[src/hdl/imu_pkg.sv]
`timescale 1ns / 1ps
// ----------------------------------------------------------------------------
// imu_pkg
// Shared types and codes of the integer math unit.
// ----------------------------------------------------------------------------
package imu_pkg;

  localparam int DATA_WIDTH = 32;
  localparam int KIND_WIDTH = 4;
  localparam int ERR_WIDTH  = 2;

  localparam logic [KIND_WIDTH-1:0] KIND_ADD  = 4'd0;
  localparam logic [KIND_WIDTH-1:0] KIND_SUB  = 4'd1;
  localparam logic [KIND_WIDTH-1:0] KIND_MUL  = 4'd2;
  localparam logic [KIND_WIDTH-1:0] KIND_DIV  = 4'd3;
  localparam logic [KIND_WIDTH-1:0] KIND_MOD  = 4'd4;
  localparam logic [KIND_WIDTH-1:0] KIND_POW  = 4'd5;
  localparam logic [KIND_WIDTH-1:0] KIND_ABS  = 4'd6;
  localparam logic [KIND_WIDTH-1:0] KIND_MIN  = 4'd7;
  localparam logic [KIND_WIDTH-1:0] KIND_MAX  = 4'd8;
  localparam logic [KIND_WIDTH-1:0] KIND_FACT = 4'd9;
  localparam logic [KIND_WIDTH-1:0] KIND_SQRT = 4'd10;

  localparam logic [ERR_WIDTH-1:0] ERR_NONE     = 2'd0;
  localparam logic [ERR_WIDTH-1:0] ERR_ZERO_DIV = 2'd1;
  localparam logic [ERR_WIDTH-1:0] ERR_NEG_ARG  = 2'd2;

  typedef struct packed {
    logic [KIND_WIDTH-1:0] kind;
    logic [DATA_WIDTH-1:0] operand_a;
    logic [DATA_WIDTH-1:0] operand_b;
  } imu_req_t;

  typedef struct packed {
    logic [DATA_WIDTH-1:0] result_value;
    logic [ERR_WIDTH-1:0]  error_code;
  } imu_rsp_t;

  typedef struct packed {
    logic busy;
    logic done;
  } imu_status_t;

endpackage

[src/hdl/imu_core.sv]
`timescale 1ns / 1ps
// ----------------------------------------------------------------------------
// imu_core
// Sequencer around one multiplier and one subtractor that runs every
// operation of the integer math unit, one request at a time.
// ----------------------------------------------------------------------------
module imu_core (
  input  logic                 clk,
  input  logic                 rst,
  input  logic                 start,
  input  imu_pkg::imu_req_t    req,
  output imu_pkg::imu_status_t status,
  output imu_pkg::imu_rsp_t    rsp
);

  localparam int W = imu_pkg::DATA_WIDTH;
  localparam int DIV_STEPS = W;
  localparam int ROOT_STEPS = W / 2;
  localparam int CW = $clog2(DIV_STEPS + 1);

  typedef enum logic [1:0] {ST_IDLE, ST_RUN, ST_FIN} state_t;

  state_t                          state;
  logic [imu_pkg::KIND_WIDTH-1:0]  kind;
  logic [W-1:0]                    a;
  logic [W-1:0]                    b;
  logic [W-1:0]                    acc;   // product, quotient or root radicand
  logic [W-1:0]                    base;  // base, counter i or divisor
  logic [W-1:0]                    rem;
  logic [ROOT_STEPS-1:0]           root;
  logic [CW-1:0]                   cnt;
  logic                            phase;
  logic [imu_pkg::ERR_WIDTH-1:0]   err;

  logic [W-1:0] mul_x, mul_y, prod;
  logic [W-1:0] sub_x, sub_y;
  logic [W:0]   diff;
  logic [W-1:0] mag_a, mag_b;
  logic [W-1:0] res_mux;

  assign mag_a = req.operand_a[W-1] ? (~req.operand_a + 1'b1) : req.operand_a;
  assign mag_b = req.operand_b[W-1] ? (~req.operand_b + 1'b1) : req.operand_b;

  // shared multiplier, low word only
  always_comb begin
    mul_x = acc;
    mul_y = base;
    if (state == ST_FIN) begin
      mul_x = a;
      mul_y = b;
    end else if (kind == imu_pkg::KIND_POW && phase) begin
      mul_x = base;
    end
  end
  assign prod = mul_x * mul_y;

  // shared subtractor: divide step or root step
  always_comb begin
    if (kind == imu_pkg::KIND_SQRT) begin
      sub_x = {rem[W-3:0], acc[W-1:W-2]};
      sub_y = {{(W-ROOT_STEPS-2){1'b0}}, root, 2'b01};
    end else begin
      sub_x = {rem[W-2:0], acc[W-1]};
      sub_y = base;
    end
  end
  assign diff = {1'b0, sub_x} - {1'b0, sub_y};

  always_comb begin
    case (kind)
      imu_pkg::KIND_ADD:  res_mux = a + b;
      imu_pkg::KIND_SUB:  res_mux = a - b;
      imu_pkg::KIND_MUL:  res_mux = prod;
      imu_pkg::KIND_DIV:  res_mux = (a[W-1] ^ b[W-1]) ? (~acc + 1'b1) : acc;
      imu_pkg::KIND_MOD:  res_mux = a[W-1] ? (~rem + 1'b1) : rem;
      imu_pkg::KIND_POW:  res_mux = acc;
      imu_pkg::KIND_ABS:  res_mux = a[W-1] ? (~a + 1'b1) : a;
      imu_pkg::KIND_MIN:  res_mux = ($signed(a) < $signed(b)) ? a : b;
      imu_pkg::KIND_MAX:  res_mux = ($signed(b) < $signed(a)) ? a : b;
      imu_pkg::KIND_FACT: res_mux = acc;
      imu_pkg::KIND_SQRT: res_mux = {{(W-ROOT_STEPS){1'b0}}, root};
      default:            res_mux = '0;
    endcase
  end

  assign status.busy = (state != ST_IDLE);
  assign status.done = (state == ST_FIN);
  assign rsp.result_value = (err != imu_pkg::ERR_NONE) ? '0 : res_mux;
  assign rsp.error_code = err;

  always_ff @(posedge clk) begin
    if (rst) begin
      state <= ST_IDLE;
      phase <= 1'b0;
      cnt   <= '0;
      err   <= imu_pkg::ERR_NONE;
    end else begin
      case (state)
        ST_IDLE: begin
          if (start) begin
            kind  <= req.kind;
            a     <= req.operand_a;
            b     <= req.operand_b;
            acc   <= {{(W-1){1'b0}}, 1'b1};
            base  <= req.operand_a;
            rem   <= '0;
            root  <= '0;
            phase <= 1'b0;
            err   <= imu_pkg::ERR_NONE;
            state <= ST_FIN;
            case (req.kind)
              imu_pkg::KIND_DIV, imu_pkg::KIND_MOD: begin
                if (req.operand_b == '0) begin
                  err <= imu_pkg::ERR_ZERO_DIV;
                end else begin
                  acc   <= mag_a;
                  base  <= mag_b;
                  cnt   <= CW'(DIV_STEPS);
                  state <= ST_RUN;
                end
              end
              imu_pkg::KIND_POW: begin
                if (req.operand_b[W-1]) err <= imu_pkg::ERR_NEG_ARG;
                else state <= ST_RUN;
              end
              imu_pkg::KIND_FACT: begin
                base <= W'(2);
                if (req.operand_a[W-1]) err <= imu_pkg::ERR_NEG_ARG;
                else state <= ST_RUN;
              end
              imu_pkg::KIND_SQRT: begin
                acc <= req.operand_a;
                cnt <= CW'(ROOT_STEPS);
                if (req.operand_a[W-1]) err <= imu_pkg::ERR_NEG_ARG;
                else state <= ST_RUN;
              end
              default: ;
            endcase
          end
        end
        ST_RUN: begin
          case (kind)
            imu_pkg::KIND_POW: begin
              if (!phase) begin
                if (b == '0) state <= ST_FIN;
                else begin
                  if (b[0]) acc <= prod;
                  phase <= 1'b1;
                end
              end else begin
                base  <= prod;
                b     <= b >> 1;
                phase <= 1'b0;
              end
            end
            imu_pkg::KIND_FACT: begin
              if (base > a || acc == '0) state <= ST_FIN;
              else begin
                acc  <= prod;
                base <= base + 1'b1;
              end
            end
            imu_pkg::KIND_SQRT: begin
              acc <= acc << 2;
              if (!diff[W]) begin
                rem  <= diff[W-1:0];
                root <= {root[ROOT_STEPS-2:0], 1'b1};
              end else begin
                rem  <= sub_x;
                root <= {root[ROOT_STEPS-2:0], 1'b0};
              end
              cnt <= cnt - 1'b1;
              if (cnt == CW'(1)) state <= ST_FIN;
            end
            default: begin
              // restoring divide step on magnitudes
              if (!diff[W]) begin
                rem <= diff[W-1:0];
                acc <= {acc[W-2:0], 1'b1};
              end else begin
                rem <= sub_x;
                acc <= {acc[W-2:0], 1'b0};
              end
              cnt <= cnt - 1'b1;
              if (cnt == CW'(1)) state <= ST_FIN;
            end
          endcase
        end
        ST_FIN: state <= ST_IDLE;
        default: state <= ST_IDLE;
      endcase
    end
  end

endmodule

[src/hdl/integer_math_unit.sv]
`timescale 1ns / 1ps
// ----------------------------------------------------------------------------
// integer_math_unit
// 32-bit signed integer unit: add, sub, mul, div, mod, pow, abs, min, max,
// factorial and floor square root, with wrapped results and an error code.
// ----------------------------------------------------------------------------
// One item at a time: s_tready is high only while the core is idle and the
// result register is empty. Add, sub, mul, abs, min, max, unused codes and
// error cases go from the accepting edge straight to the finish state; div and
// mod run one radix-2 step of the shared subtractor per quotient bit; sqrt runs
// one step per root bit; pow makes two passes through the shared multiplier per
// exponent bit; factorial stops early once the wrapped product reaches zero,
// which it does by the factor 34.
module integer_math_unit (
  input  logic        clk,
  input  logic        rst,
  input  logic        s_tvalid,
  output logic        s_tready,
  input  logic [63:0] s_tdata,   // [31:0] operand_a, [63:32] operand_b
  input  logic [3:0]  s_tuser,   // [3:0] kind
  output logic        m_tvalid,
  input  logic        m_tready,
  output logic [31:0] m_tdata,   // [31:0] result_value
  output logic [1:0]  m_tuser    // [1:0] error_code
);

  imu_pkg::imu_req_t    req;
  imu_pkg::imu_rsp_t    rsp;
  imu_pkg::imu_status_t status;
  logic                 start;

  assign s_tready = !status.busy && !m_tvalid;
  assign start = s_tvalid && s_tready;
  assign req.kind = s_tuser;
  assign req.operand_a = s_tdata[31:0];
  assign req.operand_b = s_tdata[63:32];

  imu_core u_core (
    .clk    (clk),
    .rst    (rst),
    .start  (start),
    .req    (req),
    .status (status),
    .rsp    (rsp)
  );

  always_ff @(posedge clk) begin
    if (rst) begin
      m_tvalid <= 1'b0;
    end else if (status.done) begin
      m_tvalid <= 1'b1;
      m_tdata  <= rsp.result_value;
      m_tuser  <= rsp.error_code;
    end else if (m_tready) begin
      m_tvalid <= 1'b0;
    end
  end

  a_busy_after_start: assert property (@(posedge clk) disable iff (rst)
    start |=> status.busy) else $error("core not busy after transfer");

  a_done_into_empty: assert property (@(posedge clk) disable iff (rst)
    status.done |-> !m_tvalid) else $error("result overwrites pending output");

  a_error_zero: assert property (@(posedge clk) disable iff (rst)
    (m_tvalid && m_tuser != imu_pkg::ERR_NONE) |-> m_tdata == '0)
    else $error("nonzero result with error");

  a_no_overlap: assert property (@(posedge clk) disable iff (rst)
    m_tvalid |-> !s_tready) else $error("input taken while output pending");

endmodule
[config.mk]
export PLATFORM = sky130hd
export DESIGN_NAME = integer_math_unit
export DESIGN_NICKNAME = d
export VERILOG_FILES = /design/src/hdl/imu_pkg.sv /design/src/hdl/imu_core.sv /design/src/hdl/integer_math_unit.sv
export SDC_FILE = /design/constraint.sdc
export NUM_CORES = 2
export LEC_CHECK = 0
export ABC_CLOCK_PERIOD_IN_PS = 9700
export BUFFER_PORTS_ARGS = -buffer_cell sky130_fd_sc_hd__buf_4
export CORE_MARGIN = 2
export CORE_UTILIZATION = 45
export DETAILED_ROUTE_END_ITERATION = 16
export HOLD_SLACK_MARGIN = 0.03
export RECOVER_POWER = 100
export SLEW_MARGIN = 20
export SYNTH_ARGS = -nofsm -noshare
export SYNTH_HDL_FRONTEND = slang
export SYNTH_SLANG_ARGS = --single-unit
[constraint.sdc]
create_clock -name clk -period 9.7 [get_ports clk]
set_input_delay 0 -clock clk [delete_from_list [all_inputs] [get_ports clk]]
set_output_delay 0 -clock clk [all_outputs]
set_load 0.01 [all_outputs]
# Word-level counts from Yosys, hierarchy flattened
# Cells that the tools add are included.
[classes]
add_sub_neg = 10
n_mul = 1
n_div = 0
n_lt_le_gt_ge = 3
eq_ne = 34
n_shift = 0
muxes = 69
n_bitwise = 7
n_reduce_logical = 29
[ops]
columns = ["cell", "count"]
rows = [
  ["$mux W32", 28],
  ["$pmux W32 S2", 7],
  ["$pmux W32 S10", 1],
  ["$add A32 B1 Y32 const B", 6],
  ["$not A32 Y32", 5],
  ["$logic_not A32 Y1", 3],
  ["$pmux W32 S3", 1],
  ["$lt A32 B32 Y1", 2],
  ["$sub A32 B32 Y33", 1],
  ["$add A32 B32 Y32", 1],
  ["$gt A32 B32 Y1", 1],
  ["$mul A32 B32 Y32", 1],
  ["$mux W16", 2],
  ["$pmux W16 S2", 1],
  ["$sub A32 B32 Y32", 1],
  ["$eq A4 B3 Y1 const B", 6],
  ["$pmux W6 S2", 2],
  ["$eq A4 B4 Y1 const B", 5],
  ["$mux W2", 10],
  ["$mux W6", 3],
  ["$ne A3 B3 Y1 const B", 6],
  ["$reduce_and A5 Y1", 3],
  ["$eq A4 B2 Y1 const B", 3],
  ["$pmux W2 S3", 2],
  ["other kinds (27)", 52],
]
[word_totals]
regBits = 226
latchBits = 0
ramBits = 0
mem_bits_ro = 0
inputBits = 72
output_inout_bits = 36
elab_cells = 167
n_memories = 0

# Depth between registers and ports, before layout
[logic_depth]
depth_word = 10
depth_mapped = 39
depth_no_buf = 32

# Modules after synthesis
# Synthesis repeated with hierarchy kept, for this count alone.
[hier_totals]
cells_unflattened = 4871
hier_area_um2 = 39303.9
[by_module_without_submodules]
columns = ["module", "n_inst", "cells_per_inst", "area_each_um2", "seq_area_each_um2"]
rows = [
  ["imu_core", 1, 4830, 38231.7, 5625.4],
  ["integer_math_unit", 1, 41, 1072.3, 1041.0],
]

# Worst setup path before layout
# Ideal clock, no wire load.
[synth_timing]
kind = "register to register"
from = "register u_core.state[0]"
to = "register u_core.base[31], data pin"
setup_time_ns = 0.274
arrival_ns = 8.113
required_ns = 9.426
setup_slack_ns = 1.313
path_stages_with_launch = 34
path_buffers = 9
period_less_slack_ns = 8.387
path_cell_list = "dfxtp_1 > buf_4 > nand2b_4 > buf_2 > buf_6 > buf_6 > buf_4 > buf_2 > clkbuf_1 > a21o_1 > clkbuf_1 > nor2_1 > fa_1 > inv_1 > fa_1 > fa_1 > fa_1 > inv_1 > fa_1 > fa_1 > fa_1 > fa_1 > ha_1 > clkbuf_1 > and2_1 > a221o_1 > a21oi_1 > nor2_1 > a211oi_1 > o21ai_0 > a31o_2 > xor2_1 > o21ai_1 > o311ai_1"
[synth_between]
elab_chain_cells = 6
word_cells_on_any_way = 9
cone_classes = "mul (1); eq/ne (2); mux (5); reduce/logical (1)"
[synth_lines]
columns = ["item", "line", "source"]
rows = [
  ["start: declaration", "imu_core.sv:23", "state_t state;"],
  ["start signal: assignment", "imu_core.sv:93", "state <= ST_IDLE;"],
  ["start signal: assignment", "imu_core.sv:110", "state <= ST_FIN;"],
  ["start signal: assignment", "imu_core.sv:119", "state <= ST_RUN;"],
  ["$eq A2 B2 Y1", "imu_core.sv:48", "if (state == ST_FIN) begin"],
  ["$mux W32", "imu_core.sv:48", ""],
  ["$mul A32 B32 Y32", "imu_core.sv:55", "assign prod = mul_x * mul_y;"],
  ["$mux W32", "imu_core.sv:144", "if (!phase) begin"],
  ["$pmux W32 S2", "imu_core.sv:142", "case (kind)"],
  ["$pmux W32 S2 *", "imu_core.sv:98", "case (state)"],
  ["end signal: assignment", "imu_core.sv:105", "base <= req.operand_a;"],
  ["end signal: assignment", "imu_core.sv:151", "base <= prod;"],
  ["end signal: assignment", "imu_core.sv:160", "base <= base + 1'b1;"],
  ["end: declaration", "imu_core.sv:28", "logic [W-1:0] base;"],
]
# Every way passes the cells marked *; elsewhere a longest branch is shown, timed or not. The select of a mux whose other input is x is not followed.
# A chain may end at the register's enable or synchronous reset.

# Final worst setup path
[layout_timing]
from = "register u_core.b[18]"
to = "register u_core.acc[31], data pin"
[layout_between]
elab_chain_cells = 7
word_cells_on_any_way = 8
cone_classes = "mul (1); mux (7)"
[layout_lines]
columns = ["item", "line", "source"]
rows = [
  ["start: declaration", "imu_core.sv:26", "logic [W-1:0] b;"],
  ["start signal: assignment", "imu_core.sv:103", "b <= req.operand_b;"],
  ["start signal: assignment", "imu_core.sv:152", "b <= b >> 1;"],
  ["$mux W32 *", "imu_core.sv:48", ""],
  ["$mul A32 B32 Y32 *", "imu_core.sv:55", ""],
  ["$mux W32", "imu_core.sv:147", "if (b[0]) acc <= prod;"],
  ["$mux W32", "imu_core.sv:145", "if (b == '0) state <= ST_FIN;"],
  ["$mux W32", "imu_core.sv:144", ""],
  ["$pmux W32 S3 *", "imu_core.sv:142", ""],
  ["$pmux W32 S2 *", "imu_core.sv:98", ""],
  ["end signal: assignment", "imu_core.sv:104", "acc <= {{(W-1){1'b0}}, 1'b1};"],
  ["end signal: assignment", "imu_core.sv:147", ""],
  ["end signal: assignment", "imu_core.sv:159", "acc <= prod;"],
  ["end: declaration", "imu_core.sv:27", "logic [W-1:0] acc;"],
]
# Marks and branches as above.

==> summary.md <==
| Metric | Value |
|---|---|
| Drt drc | `0` |
| Violated checks | `capacitance limit, slew limit` |
| TritonRoute pass-1 iters | `7` |
| Clk buf depth | `3` |
| Final core area utilization | `0.512` |
| Sequential area share after synthesis | `0.169` |
| CP endpoint kind | `register` |
| Final slew viol count | `533` |
| Fin cells | `6293` |
| Cell area after synthesis | `0.0395 sq mm` |
| Syn Area/Cell | `8.11 sq um` |
| Clock Pin Slew Worst Setup and Hold Paths | `0.06 ns` |
| WP data required | `between 10 and 15 ns` |
| Total clock sinks | `roughly 230` |
| Worst Setup SP | `u_core.b[18]` |
| Synth area leaders | `fa_1 21%, edfxtp_1 16%, ha_1 9.2%` |
| Design area | `around 0.045 sq mm` |
| Hold WC Path Type | `in2reg` |
| Final #Nets | `a little under 6000` |
| Number of synthesis warnings | `0` |
| DRT Wirelength | `roughly 210 mm` |
| Layout cells sized above 1 | `0.0832` |
| Syn_nets | `5643` |
| Reg area | `between 0.006 and 0.007 sq mm` |
| IO Port Bufs | `107` |
| First-pass GRT wire length | `296 mm` |
| Syn-to-layout area delta | `12.7%` |
| Run status | `finished, violations left` |
| R2R Path Start | `u_core.b[18]` |
| Critical path class | `reg2reg` |
| Commonest cells in the netlist | `657 x nor2_1, 534 x nand2_1, 514 x inv_1, 411 x fa_1, 331 x a21oi_1` |
| Total GRT Usage | `0.464` |
| Dpl cell area | `0.0430 sq mm` |
| Starting density of the core | `0.455` |
| CTS buffer count | `30` |
| Unique cell type count in the Yosys netlist | `89` |
| Post-Place Cells | `6140` |
| Latest clock arrival within the worst-skew pair | `0.65 ns` |
| Hpwl dp | `171 mm` |
| Synth area leader | `fa_1` |
| Vias | `40500` |
| Cells after Synth | `slightly below 5000` |
| Via-to-Cell Ratio | `6.44` |
| Routability cong. | `1.16` |
| Yosys reg bits | `226` |
| EDFF count, synth | `214` |
| RSZ-0062 raised after global routing | `no` |
| Arrival time at the worst endpoint | `approximately 10 ns` |
| Final Cycle Share | `0.986` |
| Synth Flop Type | `edfxtp_1` |
| Max cap viols | `15` |
| Width of the chip | `300 um` |
| Worst Path Max Fanout | `6` |
| Final worst path period need | `9.57 ns` |
| Congestion Overflow GR | `0` |
| Largest net degree at the start of global routing | `77` |
| IO Count | `108` |
| Area occupied by multi-input gates | `approximately 0.03 sq mm` |
| Worst Max-Slew Pin Slew | `2.60 ns` |
| CTS Root Cell | `clkbuf_16` |
| Post-Route Skew | `0.0215 ns` |
| Share of flip-flops with an asynchronous set or reset | `0` |
| TritonCTS clock tree | `built` |
| Core area | `0.0869 sq mm` |
| H-tree depth | `1` |
| Most common cell in the netlist | `nor2_1` |
| Die ar. | `roughly 0.09 sq mm` |
| Iter 0 DRT Violations | `6355` |
| Die Y-Extent | `300 um` |
| Max-slew headroom | `-0.731` |
| Setup TNS | `0 ns` |
| Final Hold Vio Count | `0` |
| Routed wire per std cell | `33.6 um` |
| Peak Freq | `0.105 GHz` |
| Fill count | `8535` |
| Yosys top cell area share | `0.208` |
| Remaining antenna violation count | `0` |
| CP Launch Type | `register` |
| Initial antenna violation count | `21` |
| Row count | `108` |
| Number of global-route vias before repair | `38500` |
| Hold path startpoint | `s_tdata[29]` |
| Number of setup violations in the final report | `0` |
## per-layer routing
metal | vias up | track usage | wire length (um)
met5 | - | 0 | 76
met4 | 14 | 0.319 | 18400
met3 | 725 | 0.148 | 26600
met1 | 19800 | 0.608 | 81900
met2 | 2864 | 0.649 | 84500
li1 | 17100 | - | -
## timing repair
item | in CTS | in global routing
pin swaps | 0 | 1
hold buffers | 74 | 0
setup buffers | 0 | 6
endpoints found under the hold margin | 138 | 0
endpoints found under the setup margin | 1 | 13
resized for setup | 3 | 15
## cell families (layout without fill, tap and decap cells)
| group | Yosys count | after routing | share of synthesized area |
|---|---|---|---|
| other | 0 | 15 | 0 |
| and+or+nand+nor | 1626 | 1626 | 0.181 |
| adders and majority gates | 701 | 701 | 0.300 |
| DFF | 226 | 226 | 0.169 |
| muxes | 96 | 96 | 0.0245 |
| xor gates and xnor gates | 265 | 265 | 0.0600 |
| buffers and inverters | 785 | 1038 | 0.0770 |
| AOI/OAI and AO/OA | 1171 | 1171 | 0.188 |
## per-stage QoR
stage / hold WS (ns) / worst slack (ns)
final: 0.247 / 0.134
after global placement: 0.232 / -0.277
after CTS: 0.104 / 0.0781
after floorplan: 0.0728 / 1.31
after global routing: 0.275 / 0.0149
after detailed placement: 0.230 / -0.359
## cell usage in the layout (no fill, tap or decap), drive strengths merged, types with 56 or more instances in the layout
cell type,count
a21o,70
a21oi,331
a221oi,56
buf,287
clkbuf,141
dlygate4sd3,74
edfxtp,214
fa,411
ha,290
inv,516
mux2i,93
nand2,535
nand2b,61
nand3,57
nor2,659
nor3,66
o21ai,291
xnor2,196
xor2,66
## flip-flops by register name (all words and copies together) (netlist names)
signal and flops:
m_tdata 32, m_tuser 2, m_tvalid 1, u_core.a 32
u_core.acc 32, u_core.b 32, u_core.base 32, u_core.cnt 6
u_core.err 2, u_core.kind 4, u_core.phase 1, u_core.rem 32
u_core.root 16, u_core.state 2
## area by class of cell
class,count,area share
Clock inverter,21,0.00548
Multi-Input combinational cell,3859,0.675
Sequential cell,226,0.150
Clock buffer,35,0.0177
Inverter,515,0.0434
Timing Repair Buffer,467,0.0754
Tap cell,1155,0.0325
Antenna cell,15,0.000843
## path summary, 6_finish.rpt
| check | slack [ns] | to | cells after the start |
|---|---|---|---|
| hold / removal | 0.25 | u_core.a[29] | 2 |
| setup reg to reg | 0.13 | u_core.acc[31] | 26 |
| hold reg to reg | 0.49 | u_core.cnt[3] | 2 |
| setup / recovery | 0.13 | u_core.acc[31] | 26 |
## worst max-delay path, stage by stage (launching register included)
cell	delay, ns
edfxtp_1	0.72
inv_1	0.46
o21ai_0	1.03
nand2_1	0.18
fa_1	0.57
inv_1	0.06
fa_1	0.61
inv_1	0.08
fa_1	0.50
inv_1	0.05
fa_1	0.53
inv_1	0.05
fa_1	0.40
fa_1	0.54
fa_1	0.43
fa_1	0.38
xor2_1	0.16
xnor2_1	0.21
xnor2_1	0.13
xnor2_1	0.34
xnor2_1	0.18
xnor2_1	0.16
xnor3_2	0.53
xor2_1	0.32
xor2_2	0.41
a21oi_1	0.15
a21oi_1	0.22
Power is not shown: default switching activity piles up to over one toggle a cycle in this logic, so the estimate is an artifact.
